**src/sv/shaped_ramp_envelope_macros.svh**
```systemverilog
// Assertion macros shared by the shaped ramp envelope RTL.
// Expects clk and rst_n in scope at the point of use.
`ifndef SHAPED_RAMP_ENVELOPE_MACROS_SVH
`define SHAPED_RAMP_ENVELOPE_MACROS_SVH
`ifndef ASSERT_OFF
`define SRE_ASSERT_SAME(lbl, ante, cons) \
    lbl: assert property (@(posedge clk) disable iff (!rst_n) (ante) |-> (cons)) \
        else $error("sre assertion failed");
`define SRE_ASSERT_NEXT(lbl, ante, cons) \
    lbl: assert property (@(posedge clk) disable iff (!rst_n) (ante) |=> (cons)) \
        else $error("sre assertion failed");
`else
`define SRE_ASSERT_SAME(lbl, ante, cons)
`define SRE_ASSERT_NEXT(lbl, ante, cons)
`endif
`endif

```
**src/sv/sre_pkg.sv**
```systemverilog
// Package for the shaped ramp envelope: widths, register map, types and
// the log2/exp2 tables built at elaboration. No dependencies.
`default_nettype none
package sre_pkg;

    localparam int LOG_TABLE_BITS = 8;
    localparam int TBL_SIZE       = 1 << LOG_TABLE_BITS;
    localparam int SH_LOG         = 31 - LOG_TABLE_BITS;
    localparam int SH_EXP         = 30 - LOG_TABLE_BITS;

    localparam int VAL_W   = 24;
    localparam int CURVE_W = 16;
    localparam int DUR_W   = 24;
    localparam int RATE_W  = 18;
    localparam int LEFT_W  = 26;
    localparam int MA_W    = 36;
    localparam int MB_W    = 33;
    localparam int MP_W    = MA_W + MB_W;
    localparam int ADDR_W  = 5;

    localparam logic [2:0] REG_SAMPLE_RATE    = 3'd0;
    localparam logic [2:0] REG_INITIAL_START  = 3'd1;
    localparam logic [2:0] REG_INITIAL_END    = 3'd2;
    localparam logic [2:0] REG_INITIAL_CURVE  = 3'd3;
    localparam logic [2:0] REG_DEFAULT_LENGTH = 3'd4;

    localparam logic [RATE_W-1:0]  RST_SAMPLE_RATE    = 18'd44100;
    localparam logic [VAL_W-1:0]   RST_INITIAL_START  = 24'd0;
    localparam logic [VAL_W-1:0]   RST_INITIAL_END    = 24'h100000;
    localparam logic [CURVE_W-1:0] RST_INITIAL_CURVE  = 16'd4096;
    localparam logic [DUR_W-1:0]   RST_DEFAULT_LENGTH = 24'h010000;

    typedef struct packed {
        logic [RATE_W-1:0]  sample_rate;
        logic [VAL_W-1:0]   initial_start;
        logic [VAL_W-1:0]   initial_end;
        logic [CURVE_W-1:0] initial_curve;
        logic [DUR_W-1:0]   default_length;
        logic               wr_start;
        logic               wr_end;
        logic               wr_curve;
        logic [VAL_W-1:0]   wr_data;
    } cfg_t;

    typedef struct packed {
        logic               trigger;
        logic               start_present;
        logic [VAL_W-1:0]   start_value;
        logic               end_present;
        logic [VAL_W-1:0]   end_value;
        logic               curve_present;
        logic [CURVE_W-1:0] curve_value;
        logic               length_present;
        logic [DUR_W-1:0]   length_value;
    } in_item_t;

    typedef logic [31:0] tbl_t [TBL_SIZE+1];

    localparam logic [63:0] ONE30 = 64'h4000_0000;

    function automatic logic [63:0] isqrt64(input logic [63:0] v);
        logic [63:0] res;
        logic [63:0] bit_v;
        logic [63:0] vv;
        res   = '0;
        bit_v = 64'h4000_0000_0000_0000;
        vv    = v;
        for (int j = 0; j < 32; j++)
            if (bit_v > vv) bit_v = bit_v >> 2;
        for (int j = 0; j < 32; j++)
        begin
            if (bit_v != 0)
            begin
                if (vv >= res + bit_v)
                begin
                    vv  = vv - (res + bit_v);
                    res = (res >> 1) + bit_v;
                end
                else
                    res = res >> 1;
                bit_v = bit_v >> 2;
            end
        end
        return res;
    endfunction

    function automatic tbl_t build_log();
        tbl_t t;
        logic [63:0] x;
        logic [63:0] y;
        for (int i = 0; i < TBL_SIZE; i++)
        begin
            x = ONE30 + (64'(i) << (30 - LOG_TABLE_BITS));
            y = '0;
            for (int k = 0; k < 30; k++)
            begin
                x = (x * x) >> 30;
                y = y << 1;
                if (x >= 2 * ONE30)
                begin
                    x = x >> 1;
                    y = y | 64'd1;
                end
            end
            t[i] = 32'(y);
        end
        t[TBL_SIZE] = 32'(ONE30);
        return t;
    endfunction

    function automatic tbl_t build_exp();
        tbl_t t;
        logic [63:0] root [LOG_TABLE_BITS+1];
        logic [63:0] prod;
        root[0] = 2 * ONE30;
        for (int k = 1; k <= LOG_TABLE_BITS; k++)
            root[k] = isqrt64(root[k-1] << 30);
        for (int i = 0; i < TBL_SIZE; i++)
        begin
            prod = ONE30;
            for (int k = 1; k <= LOG_TABLE_BITS; k++)
                if (((i >> (LOG_TABLE_BITS - k)) & 1) != 0)
                    prod = (prod * root[k]) >> 30;
            t[i] = 32'(prod);
        end
        t[TBL_SIZE] = 32'(2 * ONE30);
        return t;
    endfunction

    localparam tbl_t LOG_TBL = build_log();
    localparam tbl_t EXP_TBL = build_exp();

endpackage
`default_nettype wire

```
**src/sv/sre_mul.sv**
```systemverilog
// Shared registered multiplier of the shaped ramp envelope.
// Depends on sre_pkg for operand widths.
`default_nettype none
module sre_mul
    import sre_pkg::*;
(
    input  wire logic            clk,
    input  wire logic [MA_W-1:0] a,
    input  wire logic [MB_W-1:0] b,
    output logic      [MP_W-1:0] prod
);
    logic [MP_W-1:0] prod_reg;

    always_ff @(posedge clk)
        prod_reg <= MP_W'(a) * MP_W'(b);

    assign prod = prod_reg;
endmodule
`default_nettype wire

```
**config.mk**
```make
export PLATFORM = sky130hd
export DESIGN_NAME = sre_mul
export DESIGN_NICKNAME = d
export VERILOG_FILES = /design/src/sv/shaped_ramp_envelope_macros.svh /design/src/sv/sre_pkg.sv /design/src/sv/sre_mul.sv
export SDC_FILE = /design/constraint.sdc
export NUM_CORES = 2
export LEC_CHECK = 0
export ABC_AREA = 0
export BUFFER_PORTS_ARGS = -buffer_cell sky130_fd_sc_hd__buf_2
export CAP_MARGIN = 20
export CORE_MARGIN = 2
export CORE_UTILIZATION = 40
export DETAILED_ROUTE_END_ITERATION = 7
export PLACE_DENSITY_LB_ADDON = 0.2
export REMOVE_ABC_BUFFERS = 1
export SLEW_MARGIN = 20
export SYNTH_ARGS = -nofsm -noshare
export SYNTH_HDL_FRONTEND = slang
export SYNTH_SLANG_ARGS = --single-unit
```
**constraint.sdc**
```tcl
create_clock -name clk -period 6.4 [get_ports clk]
set_clock_uncertainty 0.05 [all_clocks]
set_input_delay 0 -clock clk [delete_from_list [all_inputs] [get_ports clk]]
set_output_delay 0 -clock clk [all_outputs]
set_load 0.01 [all_outputs]
```
Yosys cells after proc, flatten, opt, wreduce, memory -nomap -nowiden --
Cells that the tools add are included.
Word-level totals: flip-flop bits (word level) 69, input port bits 70, output and inout bits 69, word-level logic and storage cells 2
Cells by class: multipliers 1
Operators by type and width (number):
- multiplier 36 x 33 -> 69 bit | 1

Logic depth before layout (Yosys ltp) --
depth after elaboration 1, depth in mapped cells 30, gate-level depth less buffers 27

Worst setup path before layout --
No wires, ideal clock.
kind input to register, from in b[9], to reg prod_reg[62] (netlist: prod[62]), library setup time 0.120 ns, data arrival time 6.868 ns, required time 6.230 ns, slack -0.638 ns, cell stages on the path 26, path buffers 3, cell sequence clkbuf_1 clkbuf_1 nand2_1 fa_1 inv_1 fa_1 inv_1 fa_1 inv_1 fa_1 fa_1 fa_1 fa_1 inv_1 fa_1 inv_1 ha_1 buf_2 nand2_1 or3_1 a2111o_1 nand2_1 a31oi_1 o2111ai_1 a41oi_1 xnor2_1
Between the ends: cells in the longest elaborated chain, start to end 1
Ends and longest elaborated chain:
- start, declared | RTL line sre_mul.sv:9 | input wire logic [MB_W-1:0] b,
- multiplier 36 x 33 -> 69 bit | RTL line sre_mul.sv:15 | prod_reg <= MP_W'(a) * MP_W'(b);
- end signal, assigned | RTL line sre_mul.sv:15
- end, declared | RTL line sre_mul.sv:12 | logic [MP_W-1:0] prod_reg;
No other way between the ends.

Worst setup path after layout --
from in a[15], to reg prod_reg[62] (netlist: prod[62])
Between the ends: cells in the longest elaborated chain, start to end 1
Ends and longest elaborated chain:
- start, declared | RTL line sre_mul.sv:8 | input wire logic [MA_W-1:0] a,
- multiplier 36 x 33 -> 69 bit | RTL line sre_mul.sv:15
No other way between the ends.

==> flow_summary.yaml <==
run_status:
  status: "finished, violations left"
  violations: "setup timing"
placement:
  gp_congestion: 0.906
  hpwl_mm: 102
  port-buffer-count: 138
floorplan:
  dieHeight_um: 317
  die_x_um: 317
  initial_core_util_pct: 40.5
  die-area_um2: 101000
  coreArea_um2: 97000
  core.rowCount: 114
  num_io_pins: 139
timing:
  rsz0062_at_grt: "yes"
  hold_viol: 0
  fin_ws_ns: -0.370
  setup_violations: 34
  slew_headroom_pct: 63.2
  worst_pin_slew_ns: 0.546
  max_freq_mhz: 148
  period_minus_slack_ns: 6.77
  slew_violations: 0
  finalCritPeriodShare_pct: 106
synthesis:
  synth_top_area_share_pct: 53.6
  synth_cell_types: 60
  synth_seq_cells: 69
  synth_edf_count: 0
  synthFlopType: "dfxtp_1"
  synth-seq-area-share_pct: 3.52
  yosys_warnings: 0
  syn_inst: 4322
  avgSynthCellArea_um2: 9.08
  synth_top_area_cell: "fa_1"
  synthMostInstantiatedCell: "fa_1"
  ys_async_sr_fraction_pct: 0
  yosys-top-cells-area: "fa_1, inv_1, ha_1, and2_1, nand2_1"
  syn_area_um2: 39200
  synth_top_cells_by_count: "fa_1, inv_1, nand2_1"
drt:
  drc: 0
  viasPerCell: 4.93
  vias: 29700
  drtIter0Drc: 1794
  wl_per_cell_um: 19.8
  wl_mm: 119
  postRouteAntennaNets: 0
  drtPass1Iterations: 6
global_routing:
  grt_pass1_wl_mm: 188
  grt_max_degree: 34
  grt_overflow: 0
  antenna_found_initial: 4
  track_usage_pct: 24.5
  first_global_vias: 32800
cells_and_area:
  drive_gt1_share_pct: 19.2
  final-seq-area_um2: 1380
  finalNetCount: 6125
  largest_register_ff_count: 69
  final_util_pct: 48.7
  area_growth_pct: 20.5
  diodes: 0
  fillers: 9279
  multiInputGateArea_um2: 34200
setup_path:
  cp-startpoint: "a[15]"
  path_buf_inv: 7
  slowest_stage: "fa_1"
  crit_path_frequent_cell: "fa_1"
  path_class: "input pin to register"
  end_kind: "register"
  required_ns: 6.62
  worstPathArrival_ns: 6.99
  cp_slowest_stage_delay_ns: 0.55
  critical_path.startpoint_type: "input pin"
  cp_max_fo: 7
  worst_path_dominant_cell_family: "adder cells"
min_path:
  hold_class: "input pin to register"
  min_from: "b[0]"
cts:
  cts_tree: "done"
  clock_sinks: 69
  clkTransAtPathRegs_ns: 0.08
  ctsHoldBuffers: 0
  cts-root-buf: "clkbuf_16"
  cts_made_buffers: 9
  cts_buffer_depth: 2
  h-tree-depth: 3
run:
  drv_cap: 0
final cells by class:
type                       count  area share [%]
timing repair buffer         663            12.6
tap                         1276            3.38
clock buffer                   9           0.476
inverter                    1030            8.18
clock inverter                 7           0.116
sequential                    69            2.92
multi-input combinational   2963            72.3
tightest hold or removal path, cell delays in order:
cell    delay, ns
buf_6        0.15
buf_4        0.18
and2_1       0.12
routing by layer:
layer | GRT usage, % | routed length (um) | vias to the layer above
met5 | 0 | 13 | -
met4 | 5.12 | 2760 | 2
met3 | 3.03 | 6640 | 123
met2 | 41.8 | 58800 | 772
met1 | 33.7 | 50700 | 15600
li1 | - | - | 13200
cells in the final DEF, fill, tap and decap left out, types with 21 or more instances in the layout:
cell type / Yosys / routed
and2_1: 525 / 504
xnor2_1: 39 / 26
fa_2: 0 / 31
inv_2: 0 / 30
buf_4: 0 / 423
buf_2: 6 / 83
ha_1: 268 / 244
nand2_1: 727 / 716
dfxtp_1: 69 / 69
buf_6: 0 / 84
nor2_1: 35 / 29
a21o_1: 29 / 29
inv_1: 1030 / 999
fa_1: 1051 / 1020
buf_12: 0 / 54
ha_4: 0 / 23
xor2_1: 26 / 21
and2_4: 0 / 21
a21oi_1: 71 / 49
metrics by stage:
step / TNS, ns / area, um^2 / hold slack, ns / cells / setup slack [ns]
CTS: -7.96 / 46200 / 0.0689 / 5986 / -0.376
finish: -6.79 / 47300 / 0.0952 / 6017 / -0.370
floorplan: -1.08 / 38300 / 0.0717 / 4062 / -0.222
global placement: -43.23 / 44700 / 0.344 / 5957 / -1.30
global route: -13.96 / 47300 / 0.0876 / 6017 / -0.531
detailed placement: -44.74 / 44700 / 0.344 / 5957 / -1.35
worst paths after layout:
check / slack, ns / end / cells past startpoint
min: 0.1 / prod[0] / 3
max: -0.37 / prod[62] / 25
logic make-up (layout without fill, tap and decap cells):
group / after synthesis / after routing / synth area share (%)
multiplexers: 1 / 1 / 0.0255
AND/OR/NAND/NOR: 1355 / 1355 / 16.7
buffers and inverters: 1290 / 1709 / 12.4
XOR/XNOR: 65 / 65 / 1.45
adder cells (fa/ha/maj): 1319 / 1319 / 62.2
AO/OA/AOI/OAI: 223 / 223 / 3.73
flip-flops: 69 / 69 / 3.52
what timing repair did:
| item | 4_1_cts | 5_1_grt |
|---|---|---|
| setup endpoints to repair | 45 | 48 |
| pin swaps | 81 | 171 |
| setup buffers | 22 | 32 |
| resized for setup | 251 | 212 |
| gates cloned | 2 | 7 |
Power is left out: the tool's default activity adds up to more than one toggle a clock period on the data nets, which glitch-free logic cannot reach.
