File: config.mk
export PLATFORM = sky130hd
export DESIGN_NAME = sre_regs
export DESIGN_NICKNAME = d
export VERILOG_FILES = /design/src/sv/shaped_ramp_envelope_macros.svh /design/src/sv/sre_pkg.sv /design/src/sv/sre_regs.sv
export SDC_FILE = /design/constraint.sdc
export NUM_CORES = 1
export LEC_CHECK = 0
export ABC_AREA = 0
export BUFFER_PORTS_ARGS = -buffer_cell sky130_fd_sc_hd__buf_2
export CAP_MARGIN = 10
export CORE_MARGIN = 2
export CORE_UTILIZATION = 30
export DETAILED_ROUTE_END_ITERATION = 12
export PLACE_DENSITY = 0.62
export SYNTH_ARGS = -nofsm -noshare
export SYNTH_HDL_FRONTEND = slang
export SYNTH_SLANG_ARGS = --single-unit
File: constraint.sdc
create_clock -name clk -period 1.79 [get_ports clk]
set_input_delay 0.358 -clock clk [delete_from_list [all_inputs] [get_ports clk]]
set_output_delay 0.358 -clock clk [all_outputs]
set_load 0.02 [all_outputs]
File: src/sv/shaped_ramp_envelope_macros.svh
// Assertion macros shared by the shaped ramp envelope RTL.
// Expects clk and rst_n in scope at the point of use.
`ifndef SHAPED_RAMP_ENVELOPE_MACROS_SVH
`define SHAPED_RAMP_ENVELOPE_MACROS_SVH
`ifndef ASSERT_OFF
`define SRE_ASSERT_SAME(lbl, ante, cons) \
    lbl: assert property (@(posedge clk) disable iff (!rst_n) (ante) |-> (cons)) \
        else $error("sre assertion failed");
`define SRE_ASSERT_NEXT(lbl, ante, cons) \
    lbl: assert property (@(posedge clk) disable iff (!rst_n) (ante) |=> (cons)) \
        else $error("sre assertion failed");
`else
`define SRE_ASSERT_SAME(lbl, ante, cons)
`define SRE_ASSERT_NEXT(lbl, ante, cons)
`endif
`endif

File: src/sv/sre_pkg.sv
// Package for the shaped ramp envelope: widths, register map, types and
// the log2/exp2 tables built at elaboration. No dependencies.
`default_nettype none
package sre_pkg;

    localparam int LOG_TABLE_BITS = 8;
    localparam int TBL_SIZE       = 1 << LOG_TABLE_BITS;
    localparam int SH_LOG         = 31 - LOG_TABLE_BITS;
    localparam int SH_EXP         = 30 - LOG_TABLE_BITS;

    localparam int VAL_W   = 24;
    localparam int CURVE_W = 16;
    localparam int DUR_W   = 24;
    localparam int RATE_W  = 18;
    localparam int LEFT_W  = 26;
    localparam int MA_W    = 36;
    localparam int MB_W    = 33;
    localparam int MP_W    = MA_W + MB_W;
    localparam int ADDR_W  = 5;

    localparam logic [2:0] REG_SAMPLE_RATE    = 3'd0;
    localparam logic [2:0] REG_INITIAL_START  = 3'd1;
    localparam logic [2:0] REG_INITIAL_END    = 3'd2;
    localparam logic [2:0] REG_INITIAL_CURVE  = 3'd3;
    localparam logic [2:0] REG_DEFAULT_LENGTH = 3'd4;

    localparam logic [RATE_W-1:0]  RST_SAMPLE_RATE    = 18'd44100;
    localparam logic [VAL_W-1:0]   RST_INITIAL_START  = 24'd0;
    localparam logic [VAL_W-1:0]   RST_INITIAL_END    = 24'h100000;
    localparam logic [CURVE_W-1:0] RST_INITIAL_CURVE  = 16'd4096;
    localparam logic [DUR_W-1:0]   RST_DEFAULT_LENGTH = 24'h010000;

    typedef struct packed {
        logic [RATE_W-1:0]  sample_rate;
        logic [VAL_W-1:0]   initial_start;
        logic [VAL_W-1:0]   initial_end;
        logic [CURVE_W-1:0] initial_curve;
        logic [DUR_W-1:0]   default_length;
        logic               wr_start;
        logic               wr_end;
        logic               wr_curve;
        logic [VAL_W-1:0]   wr_data;
    } cfg_t;

    typedef struct packed {
        logic               trigger;
        logic               start_present;
        logic [VAL_W-1:0]   start_value;
        logic               end_present;
        logic [VAL_W-1:0]   end_value;
        logic               curve_present;
        logic [CURVE_W-1:0] curve_value;
        logic               length_present;
        logic [DUR_W-1:0]   length_value;
    } in_item_t;

    typedef logic [31:0] tbl_t [TBL_SIZE+1];

    localparam logic [63:0] ONE30 = 64'h4000_0000;

    function automatic logic [63:0] isqrt64(input logic [63:0] v);
        logic [63:0] res;
        logic [63:0] bit_v;
        logic [63:0] vv;
        res   = '0;
        bit_v = 64'h4000_0000_0000_0000;
        vv    = v;
        for (int j = 0; j < 32; j++)
            if (bit_v > vv) bit_v = bit_v >> 2;
        for (int j = 0; j < 32; j++)
        begin
            if (bit_v != 0)
            begin
                if (vv >= res + bit_v)
                begin
                    vv  = vv - (res + bit_v);
                    res = (res >> 1) + bit_v;
                end
                else
                    res = res >> 1;
                bit_v = bit_v >> 2;
            end
        end
        return res;
    endfunction

    function automatic tbl_t build_log();
        tbl_t t;
        logic [63:0] x;
        logic [63:0] y;
        for (int i = 0; i < TBL_SIZE; i++)
        begin
            x = ONE30 + (64'(i) << (30 - LOG_TABLE_BITS));
            y = '0;
            for (int k = 0; k < 30; k++)
            begin
                x = (x * x) >> 30;
                y = y << 1;
                if (x >= 2 * ONE30)
                begin
                    x = x >> 1;
                    y = y | 64'd1;
                end
            end
            t[i] = 32'(y);
        end
        t[TBL_SIZE] = 32'(ONE30);
        return t;
    endfunction

    function automatic tbl_t build_exp();
        tbl_t t;
        logic [63:0] root [LOG_TABLE_BITS+1];
        logic [63:0] prod;
        root[0] = 2 * ONE30;
        for (int k = 1; k <= LOG_TABLE_BITS; k++)
            root[k] = isqrt64(root[k-1] << 30);
        for (int i = 0; i < TBL_SIZE; i++)
        begin
            prod = ONE30;
            for (int k = 1; k <= LOG_TABLE_BITS; k++)
                if (((i >> (LOG_TABLE_BITS - k)) & 1) != 0)
                    prod = (prod * root[k]) >> 30;
            t[i] = 32'(prod);
        end
        t[TBL_SIZE] = 32'(2 * ONE30);
        return t;
    endfunction

    localparam tbl_t LOG_TBL = build_log();
    localparam tbl_t EXP_TBL = build_exp();

endpackage
`default_nettype wire

File: src/sv/sre_regs.sv
// APB configuration registers of the shaped ramp envelope.
// Depends on sre_pkg; drives the cfg_t bundle into the core.
`default_nettype none
module sre_regs
    import sre_pkg::*;
(
    input  wire logic              clk,
    input  wire logic              rst_n,
    input  wire logic              psel,
    input  wire logic              penable,
    input  wire logic              pwrite,
    input  wire logic [ADDR_W-1:0] paddr,
    input  wire logic [31:0]       pwdata,
    output logic      [31:0]       prdata,
    output cfg_t                   cfg
);
    logic [RATE_W-1:0]  rate_reg;
    logic [VAL_W-1:0]   start_reg;
    logic [VAL_W-1:0]   end_reg;
    logic [CURVE_W-1:0] curve_reg;
    logic [DUR_W-1:0]   len_reg;
    logic               wr;
    logic [2:0]         idx;

    assign wr  = psel && penable && pwrite;
    assign idx = paddr[4:2];

    always_ff @(posedge clk or negedge rst_n)
    begin
        if (!rst_n)
        begin
            rate_reg  <= RST_SAMPLE_RATE;
            start_reg <= RST_INITIAL_START;
            end_reg   <= RST_INITIAL_END;
            curve_reg <= RST_INITIAL_CURVE;
            len_reg   <= RST_DEFAULT_LENGTH;
        end
        else if (wr)
        begin
            unique case (idx)
                REG_SAMPLE_RATE:    rate_reg  <= pwdata[RATE_W-1:0];
                REG_INITIAL_START:  start_reg <= pwdata[VAL_W-1:0];
                REG_INITIAL_END:    end_reg   <= pwdata[VAL_W-1:0];
                REG_INITIAL_CURVE:  curve_reg <= pwdata[CURVE_W-1:0];
                REG_DEFAULT_LENGTH: len_reg   <= pwdata[DUR_W-1:0];
                default:            ;
            endcase
        end
    end

    always_comb
    begin
        unique case (idx)
            REG_SAMPLE_RATE:    prdata = {{(32-RATE_W){1'b0}}, rate_reg};
            REG_INITIAL_START:  prdata = {{(32-VAL_W){start_reg[VAL_W-1]}}, start_reg};
            REG_INITIAL_END:    prdata = {{(32-VAL_W){end_reg[VAL_W-1]}}, end_reg};
            REG_INITIAL_CURVE:  prdata = {{(32-CURVE_W){1'b0}}, curve_reg};
            REG_DEFAULT_LENGTH: prdata = {{(32-DUR_W){1'b0}}, len_reg};
            default:            prdata = '0;
        endcase
    end

    always_comb
    begin
        cfg.sample_rate    = rate_reg;
        cfg.initial_start  = start_reg;
        cfg.initial_end    = end_reg;
        cfg.initial_curve  = curve_reg;
        cfg.default_length = len_reg;
        cfg.wr_start       = wr && (idx == REG_INITIAL_START);
        cfg.wr_end         = wr && (idx == REG_INITIAL_END);
        cfg.wr_curve       = wr && (idx == REG_INITIAL_CURVE);
        cfg.wr_data        = pwdata[VAL_W-1:0];
    end
endmodule
`default_nettype wire

* After elaboration in Yosys (flattened, before gate mapping)
Index checks and enable logic that the tools add are counted.
Storage, ports and cells: bits in registers 106, output and inout port bits 165, word-level logic and storage cells 21
Cells by class: equality and inequality tests 4, mux-type cells 1, reductions and logical operators 11
Operators with widths (number):
- 32-bit case mux with 5 select lines | 1
- 2-bit AND reduction | 5
- 3-bit by 2-bit == test with 1-bit output (second input constant) | 2
- 1-bit logical AND | 5
- 3-bit by 1-bit == test with 1-bit output (second input constant) | 1
- 3-bit == test (second input constant) | 1
- 3-bit logical NOT | 1

* Depth between registers and ports, before layout
Gate-level depths: netlist (run 1).
depth in word-level cells 3, depth in mapped cells 6, gate-level depth less buffers 3

* Least setup slack after synthesis (run 1)
No wires, ideal clock.
kind input -> output, start point in paddr[2], end point out prdata[23], arrival 1762 ps, required time 1432 ps, slack -330 ps, cell stages on the path 5, path through buf_2 -> buf_2 -> nand3b_1 -> a21oi_1 -> a31o_2
On the way: word-level cells in the longest chain between the ends 2
Ends and longest elaborated chain:
- from (decl) | RTL line sre_regs.sv:12 | input wire logic [ADDR_W-1:0] paddr,
- 3-bit == test, or another cell as far along | RTL line sre_regs.sv:53 | unique case (idx)
- 32-bit case mux with 5 select lines (*) | RTL line sre_regs.sv:53
- to (decl) | RTL line sre_regs.sv:14 | output logic [31:0] prdata,
Mark *: on every way between the ends. The rest lies on a longest branch, timed or not.

* Worst setup path in the final report (run 1)
start point reg end_reg[15], end point out prdata[15]
On the way: word-level cells in the longest chain between the ends 1
Ends and longest elaborated chain:
- from (decl) | RTL line sre_regs.sv:19 | logic [VAL_W-1:0] end_reg;
- from (signal assigned) | RTL line sre_regs.sv:43 | REG_INITIAL_END: end_reg <= pwdata[VAL_W-1:0];
- 32-bit case mux with 5 select lines | RTL line sre_regs.sv:53
Every way passes these cells.

==> impl_metrics.py, run 1 <==
metrics = {
    "run": {
        "max-cap-violations": 0,
    },
    "worst_setup_path": {
        "reg2reg_to": "end_reg[5]$_DFFE_PN0P_",
        "r2r_start": "end_reg[5]$_DFFE_PN0P_",
        "rrSetupSlack_ns": 0.76,
        "crit_type": "reg -> out",
        "crit_end": "prdata[15]",
        "required_ns": 1.43,
        "start_kind": "flop",
        "rr_worst_depth": 3,
        "critPathLaunch": "end_reg[15]$_DFFE_PN0P_",
        "critPathCaptureType": "primary output",
        "cp_max_fo": 3,
        "cp_data_arrival_time_ns": 1.49,
    },
    "yosys": {
        "synth_edf_count": 0,
        "synth_seq_cells": 106,
        "async_flop_share_pct": 100,
        "synth_nets": 412,
        "netlist_area_um2": 5130,
        "ys.flop_type": "dfrtp_1",
        "seq_area_frac_synth_pct": 52.0,
        "ys_types": 31,
        "netlist_instances": 370,
        "yosysWarnings": 0,
        "synth_area_per_cell_um2": 13.9,
    },
    "die": {
        "die-area_um2": 18200,
        "pin_count": 207,
        "die_h_um": 135,
        "initial_core_util_pct": 30.8,
        "die-width_um": 135,
        "core_area_um2": 16600,
        "num_rows": 47,
    },
    "clock_tree": {
        "cts_inserted_buffers": 9,
        "clockBufferDepth": 2,
        "h-tree-depth": 3,
        "cts.sinks": 106,
        "clockRootBuffer": "clkbuf_16",
        "cts_tree": "yes",
        "clock_latency_ns": 0.35,
        "clkTransAtPathRegs_ns": 0.07,
    },
    "layout": {
        "final_cells": 821,
        "multi_input_area_um2": 2200,
        "stdcell_area_um2": 7400,
        "area_growth_pct": 44.4,
        "seq_area_um2": 2660,
        "drive_gt1_share_pct": 73.2,
        "fill_cells": 1529,
        "final_net_count": 638,
        "n_antenna_cell": 0,
    },
    "sta": {
        "final.setup.worst_slack_ns": -0.0582,
        "fin_crit_sh_pct": 103,
        "finalCriticalPeriod_ns": 1.85,
        "fmax_mhz": 541,
        "hold_viol": 0,
        "timing.slew.headroom_pct": 77.8,
        "drv_slew": 0,
        "whs_ns": 0.278,
        "finalSetupViolations": 3,
        "finalSetupTns_ns": -0.0738,
        "fin_worst_skew_ns": 0,
        "rsz0062_at_grt": "yes",
        "worstMarginPinSlew_ns": 0.333,
    },
    "placement": {
        "io_buffer_count": 196,
        "hpwlAfterDp_um": 11000,
        "gp_congestion": 0.778,
        "numPlacedInstances": 761,
        "dpl_cell_area_um2": 6390,
    },
    "power": {
        "power.switching_mw": 2.83,
        "power_frac_seq_pct": 39.9,
        "clkPwrFrac_pct": 27.1,
        "p_int_mw": 5.39,
        "switching_share_pct": 34.4,
        "pwr-share-comb_pct": 33.1,
        "p_per_area_nw_per_um2": 1110,
        "ir_worst_vdd_uv": 460,
        "leakage_nw": 3.68,
    },
    "global_routing": {
        "grt_usage_pct": 18.0,
        "grt_pass1_wl_um": 24300,
        "grt_max_degree": 61,
        "antenna_found_initial": 0,
        "grt_pass1_vias": 3940,
        "grt_overflow_total": 0,
    },
    "route": {
        "wirelength_um": 16800,
        "routedWlPerCell_um": 20.4,
        "route.detailed.drc": 0,
        "route.vias.total": 4087,
        "antenna_left": 0,
        "vias_per_cell": 4.98,
        "dr.first_iter.drc_count": 233,
        "first_pass_iters": 4,
    },
    "min_path": {
        "min_path_type": "in -> reg",
    },
    "run_status": {
        "status": "finished, violations left",
        "violations": "negative setup slack",
    },
}
==> power groups by stage <==
stage	clock network, mW	logic (mW)	registers [mW]
after floorplan	0	0.923	3.83
after global placement	0	2.35	3.28
after global routing	2.42	2.88	3.33
final	2.22	2.72	3.27
after CTS	2.30	2.56	3.27
after detailed placement	0	2.39	3.32
==> worst max-delay path: stages, from the launching register on <==
cell     delay, ns
dfrtp_1       0.40
mux2_4        0.29
a32oi_2       0.18
o21ai_1       0.10
buf_4         0.17
==> cell usage after synthesis (2+ instances only) <==
library cell,count,area share [%]
buf_6,5,1.1
nand3b_1,2,0.29
dfstp_2,9,4.6
nand3_1,2,0.20
clkbuf_1,3,0.22
o21ai_0,18,1.8
a32oi_1,16,2.7
buf_2,14,1.4
buf_4,33,4.8
mux2_4,20,5.9
nor2b_1,3,0.37
a22oi_1,20,2.9
nor2_1,4,0.29
and3_1,3,0.37
dfrtp_1,97,47
o2bb2ai_1,5,0.85
mux2_2,101,22
a222oi_1,2,0.39
==> timing repair <==
action / in CTS / in global routing
setup endpoints to repair: 34 / 24
hold buffers: 1 / 0
cloned: 5 / 1
hold endpoints to repair: 2 / 0
pin swaps: 9 / 7
gates resized for setup: 49 / 14
buffers inserted: 17 / 21
==> how the worst min path moves through the flow <==
| stage | end | cells past startpoint | start | slack, ns |
|---|---|---|---|---|
| finish | len_reg[20]$_DFFE_PN0P_ | 2 | pwdata[20] | 0.28 |
| global route | len_reg[20]$_DFFE_PN0P_ | 2 | pwdata[20] | 0.26 |
| CTS | len_reg[20]$_DFFE_PN0P_ | 2 | pwdata[20] | 0.26 |
| detailed placement | end_reg[2]$_DFFE_PN0P_ | 2 | rst_n | 0.38 |
| global placement | curve_reg[2]$_DFFE_PN0P_ | 2 | rst_n | 0.38 |
| floorplan | curve_reg[0]$_DFFE_PN0P_ | 0 | rst_n | 0.06 |
==> area by class of cell <==
| class | count | share of cell area, % |
|---|---|---|
| Clock inverter | 7 | 1.45 |
| Inverter | 1 | 0.0845 |
| Tap cell | 220 | 3.72 |
| Clock buffer | 9 | 3.04 |
| Timing Repair Buffer | 270 | 26.0 |
| Sequential cell | 106 | 36.0 |
| Multi-Input combinational cell | 208 | 29.7 |
==> layout by cell type, fill, tap and decap left out, types with 2 or more instances in the layout <==
master     instances
o21ai_1           18
nor2_1             3
a222oi_1           2
nor2_4             2
a22oi_1           16
buf_4             64
o2bb2ai_1          4
buf_8              2
nand3_1            2
inv_6              2
buf_2            176
dfrtp_1           97
inv_8              2
nor2b_4            2
a32oi_2            5
mux2_4            22
a32oi_1           11
bufinv_16          2
nand3b_1           2
buf_12            16
dfstp_2            9
clkbuf_16         10
a22oi_2            4
mux2_2            99
buf_6              6
buf_16             4
==> stage by stage <==
| stage | setup WS (ns) | power (mW) | utilization [%] |
|---|---|---|---|
| final | -0.0582 | 8.21 | 44.5 |
| after global routing | -0.114 | 8.62 | 44.5 |
| after CTS | -0.0631 | 8.13 | 42.9 |
| after detailed placement | -0.349 | 5.71 | 38.4 |
| after global placement | -0.288 | 5.63 | 38.4 |
| after floorplan | 0.00242 | 4.75 | - |
==> cells by family (layout without fill, tap and decap cells) <==
| group | count (synthesis) | count (layout) | synth area share, % |
|---|---|---|---|
| and+or+nand+nor | 21 | 21 | 3.03 |
| AOI/OAI and AO/OA | 64 | 65 | 9.10 |
| DFF | 106 | 106 | 52.0 |
| buffers and inverters | 57 | 287 | 7.66 |
| muxes | 122 | 122 | 28.3 |
==> routing by layer <==
metal  GRT usage (%)  vias up  wire length [um]
met5               0        -                 0
met4            6.49        0               293
met3            4.50       28              1250
met2            29.5      194              8240
met1            23.2     2052              7000
li1                -     1813                 -
(Power assumes the default switching activity.)
==> run 2: changes to the inputs <==
--- a/config.mk
+++ b/config.mk
@@ -9,9 +9,9 @@
 export BUFFER_PORTS_ARGS = -buffer_cell sky130_fd_sc_hd__buf_2
 export CAP_MARGIN = 10
 export CORE_MARGIN = 2
-export CORE_UTILIZATION = 30
+export CORE_UTILIZATION = 44
 export DETAILED_ROUTE_END_ITERATION = 12
-export PLACE_DENSITY = 0.62
+export PLACE_DENSITY = 0.83
 export SYNTH_ARGS = -nofsm -noshare
 export SYNTH_HDL_FRONTEND = slang
 export SYNTH_SLANG_ARGS = --single-unit
==> run 2 against run 1 <==
Against the previous run:
- global-route usage rose by 6.1 points
- the flow still finishes with violations (negative setup slack)
- die area fell by 31%
- critical path depth did not move
- total power fell by 3.2%
- largest power group unchanged
- wire length fell by 7.3%
- worst setup slack improved by 0.034 ns
- critical path type unchanged
- register-to-register slack improved by 0.02 ns
- fmax rose by 1.8%
- hold slack got worse by 0.0059 ns
==> impl_metrics.py, run 2 (synthesis gave the netlist of run 1 again) <==
metrics = {
    "run_status": {
        "status": "finished, violations left",
        "violations": "negative setup slack",
    },
    "sta": {
        "rsz0062_at_grt": "yes",
        "drv_slew": 0,
        "worstMarginPinSlew_ns": 0.476,
        "fin_worst_skew_ns": 0,
        "fin_crit_sh_pct": 101,
        "fmax_mhz": 551,
        "timing.slew.headroom_pct": 68.3,
        "finalSetupViolations": 7,
        "finalCriticalPeriod_ns": 1.81,
        "final.setup.worst_slack_ns": -0.0247,
        "hold_viol": 0,
    },
    "die": {
        "die-area_um2": 12500,
        "pin_count": 207,
        "die-width_um": 112,
        "core_area_um2": 11400,
        "num_rows": 39,
        "die_h_um": 112,
        "initial_core_util_pct": 44.9,
    },
    "min_path": {
        "min_delay_path_depth": 2,
        "worstHoldEndpoint": "len_reg[22]$_DFFE_PN0P_",
        "min_path_type": "in -> reg",
        "hold_start": "pwdata[22]",
    },
    "global_routing": {
        "grt_overflow_total": 0,
        "grt_usage_pct": 24.1,
        "grt_max_degree": 39,
        "grt_pass1_vias": 4333,
        "grt.met2_usage_pct": 41.4,
        "gr-usage-met3_pct": 6.26,
        "antenna_found_initial": 0,
        "grt_pass1_wl_um": 23400,
        "use_met1_pct": 28.7,
        "busiest_layer": "met2",
    },
    "layout": {
        "n_antenna_cell": 0,
        "area_growth_pct": 36.8,
        "final_cells": 732,
        "drive_gt1_share_pct": 72.5,
        "layout.cells.most_common": "buf_2",
        "final_util_pct": 61.4,
        "final_cell_mix": "buf_2 (185), mux2_2 (98), dfrtp_1 (97), buf_4 (52), mux2_4 (23)",
        "final_net_count": 626,
    },
    "route": {
        "first_pass_iters": 4,
        "routedWlPerCell_um": 21.3,
        "vias_per_cell": 5.57,
        "antenna_left": 0,
        "wirelength_um": 15600,
        "route.vias.total": 4074,
        "route.detailed.drc": 0,
        "dr.first_iter.drc_count": 229,
    },
    "worst_setup_path": {
        "rr_worst_depth": 3,
        "cp_data_arrival_time_ns": 1.46,
        "start_kind": "flop",
        "r2r_start": "end_reg[14]$_DFFE_PN0P_",
        "rrSetupSlack_ns": 0.78,
        "critPathCaptureType": "primary output",
        "reg2reg_to": "end_reg[14]$_DFFE_PN0P_",
        "cp_max_fo": 3,
        "required_ns": 1.43,
        "crit_type": "reg -> out",
    },
    "clock_tree": {
        "cts_inserted_buffers": 9,
        "h-tree-depth": 3,
        "cts_tree": "yes",
        "clockRootBuffer": "clkbuf_16",
        "clockBufferDepth": 2,
        "clkTransAtPathRegs_ns": 0.07,
        "cts.sinks": 106,
        "clock_latency_ns": 0.34,
    },
    "placement": {
        "io_buffer_count": 196,
        "numPlacedInstances": 692,
        "hpwlAfterDp_um": 10800,
        "gp_congestion": 0.808,
    },
    "power": {
        "leakage_nw": 3.56,
        "p_per_area_nw_per_um2": 1130,
        "ir_worst_vdd_uv": 842,
    },
    "run": {
        "max-cap-violations": 0,
    },
}
[run 2: changes by cell type in the layout (fill, tap and decap cells not counted), moves of 3 or more]
cell / before / now
buf_12: 16 / 9
a22oi_1: 16 / 20
buf_2: 176 / 185
clkinv_4: 0 / 3
buf_16: 4 / 0
a22oi_2: 4 / 0
buf_4: 64 / 52
[run 2: final cells by class]
cell class | count | area, um^2
Clock buffer | 10 | 239
Clock inverter | 6 | 75.1
Fill cell | 879 | 4410
Inverter | 1 | 3.75
Multi-Input combinational cell | 208 | 2200
Sequential cell | 106 | 2660
Tap cell | 143 | 179
Timing Repair Buffer | 258 | 1650
[run 2: worst max-delay path by stage]
stage,from,slack (ns),endpoint
floorplan,paddr[2],0.002,prdata[18]
global placement,paddr[2],-0.09,prdata[6]
detailed placement,paddr[2],-0.09,prdata[0]
CTS,end_reg[6]$_DFFE_PN0P_,-0.08,prdata[6]
global route,end_reg[9]$_DFFE_PN0P_,-0.1,prdata[9]
finish,curve_reg[0]$_DFFE_PN0P_,-0.02,prdata[0]
[run 2: report_power, final]
part / switching, mW / internal (mW)
Combinational: 1.46 / 1.15
Sequential: 0.380 / 2.89
Clock: 0.918 / 1.14
Total: 2.76 / 5.19
[run 2: critical path, cell delays in order (launching register included)]
cell,delay [ns]
dfrtp_1,0.40
mux2_2,0.28
a32oi_2,0.17
o21ai_1,0.09
buf_2,0.16
[run 2: layer usage]
metal | vias to the layer above | share of wire, % | routed length (um)
li1 | 1788 | - | -
met1 | 2069 | 41 | 6350
met2 | 190 | 50 | 7770
met3 | 27 | 7.2 | 1120
met4 | 0 | 2.0 | 319
met5 | - | 0 | 0
[run 2: stage by stage]
stage	setup TNS, ns	total power [mW]	worst slack [ns]	instance area (um^2)	hold slack (ns)
2_1_floorplan	0	4.75	0.00242	5140	0.0624
3_3_place_gp	-0.429	5.62	-0.0851	6330	0.333
3_5_place_dp	-0.850	5.72	-0.0926	6330	0.341
4_1_cts	-0.158	7.88	-0.0769	6790	0.254
5_1_grt	-0.934	8.31	-0.0990	7010	0.273
6_report	-0.0990	7.95	-0.0247	7010	0.272
[run 2: what timing repair did]
| action | in CTS | in global routing |
|---|---|---|
| buffers inserted | 11 | 10 |
| resized for setup | 16 | 27 |
| hold buffers | 1 | 0 |
| setup endpoints to repair | 21 | 25 |
| hold endpoints to repair | 30 | 0 |
| cloned | 0 | 3 |
| pin swaps | 4 | 7 |
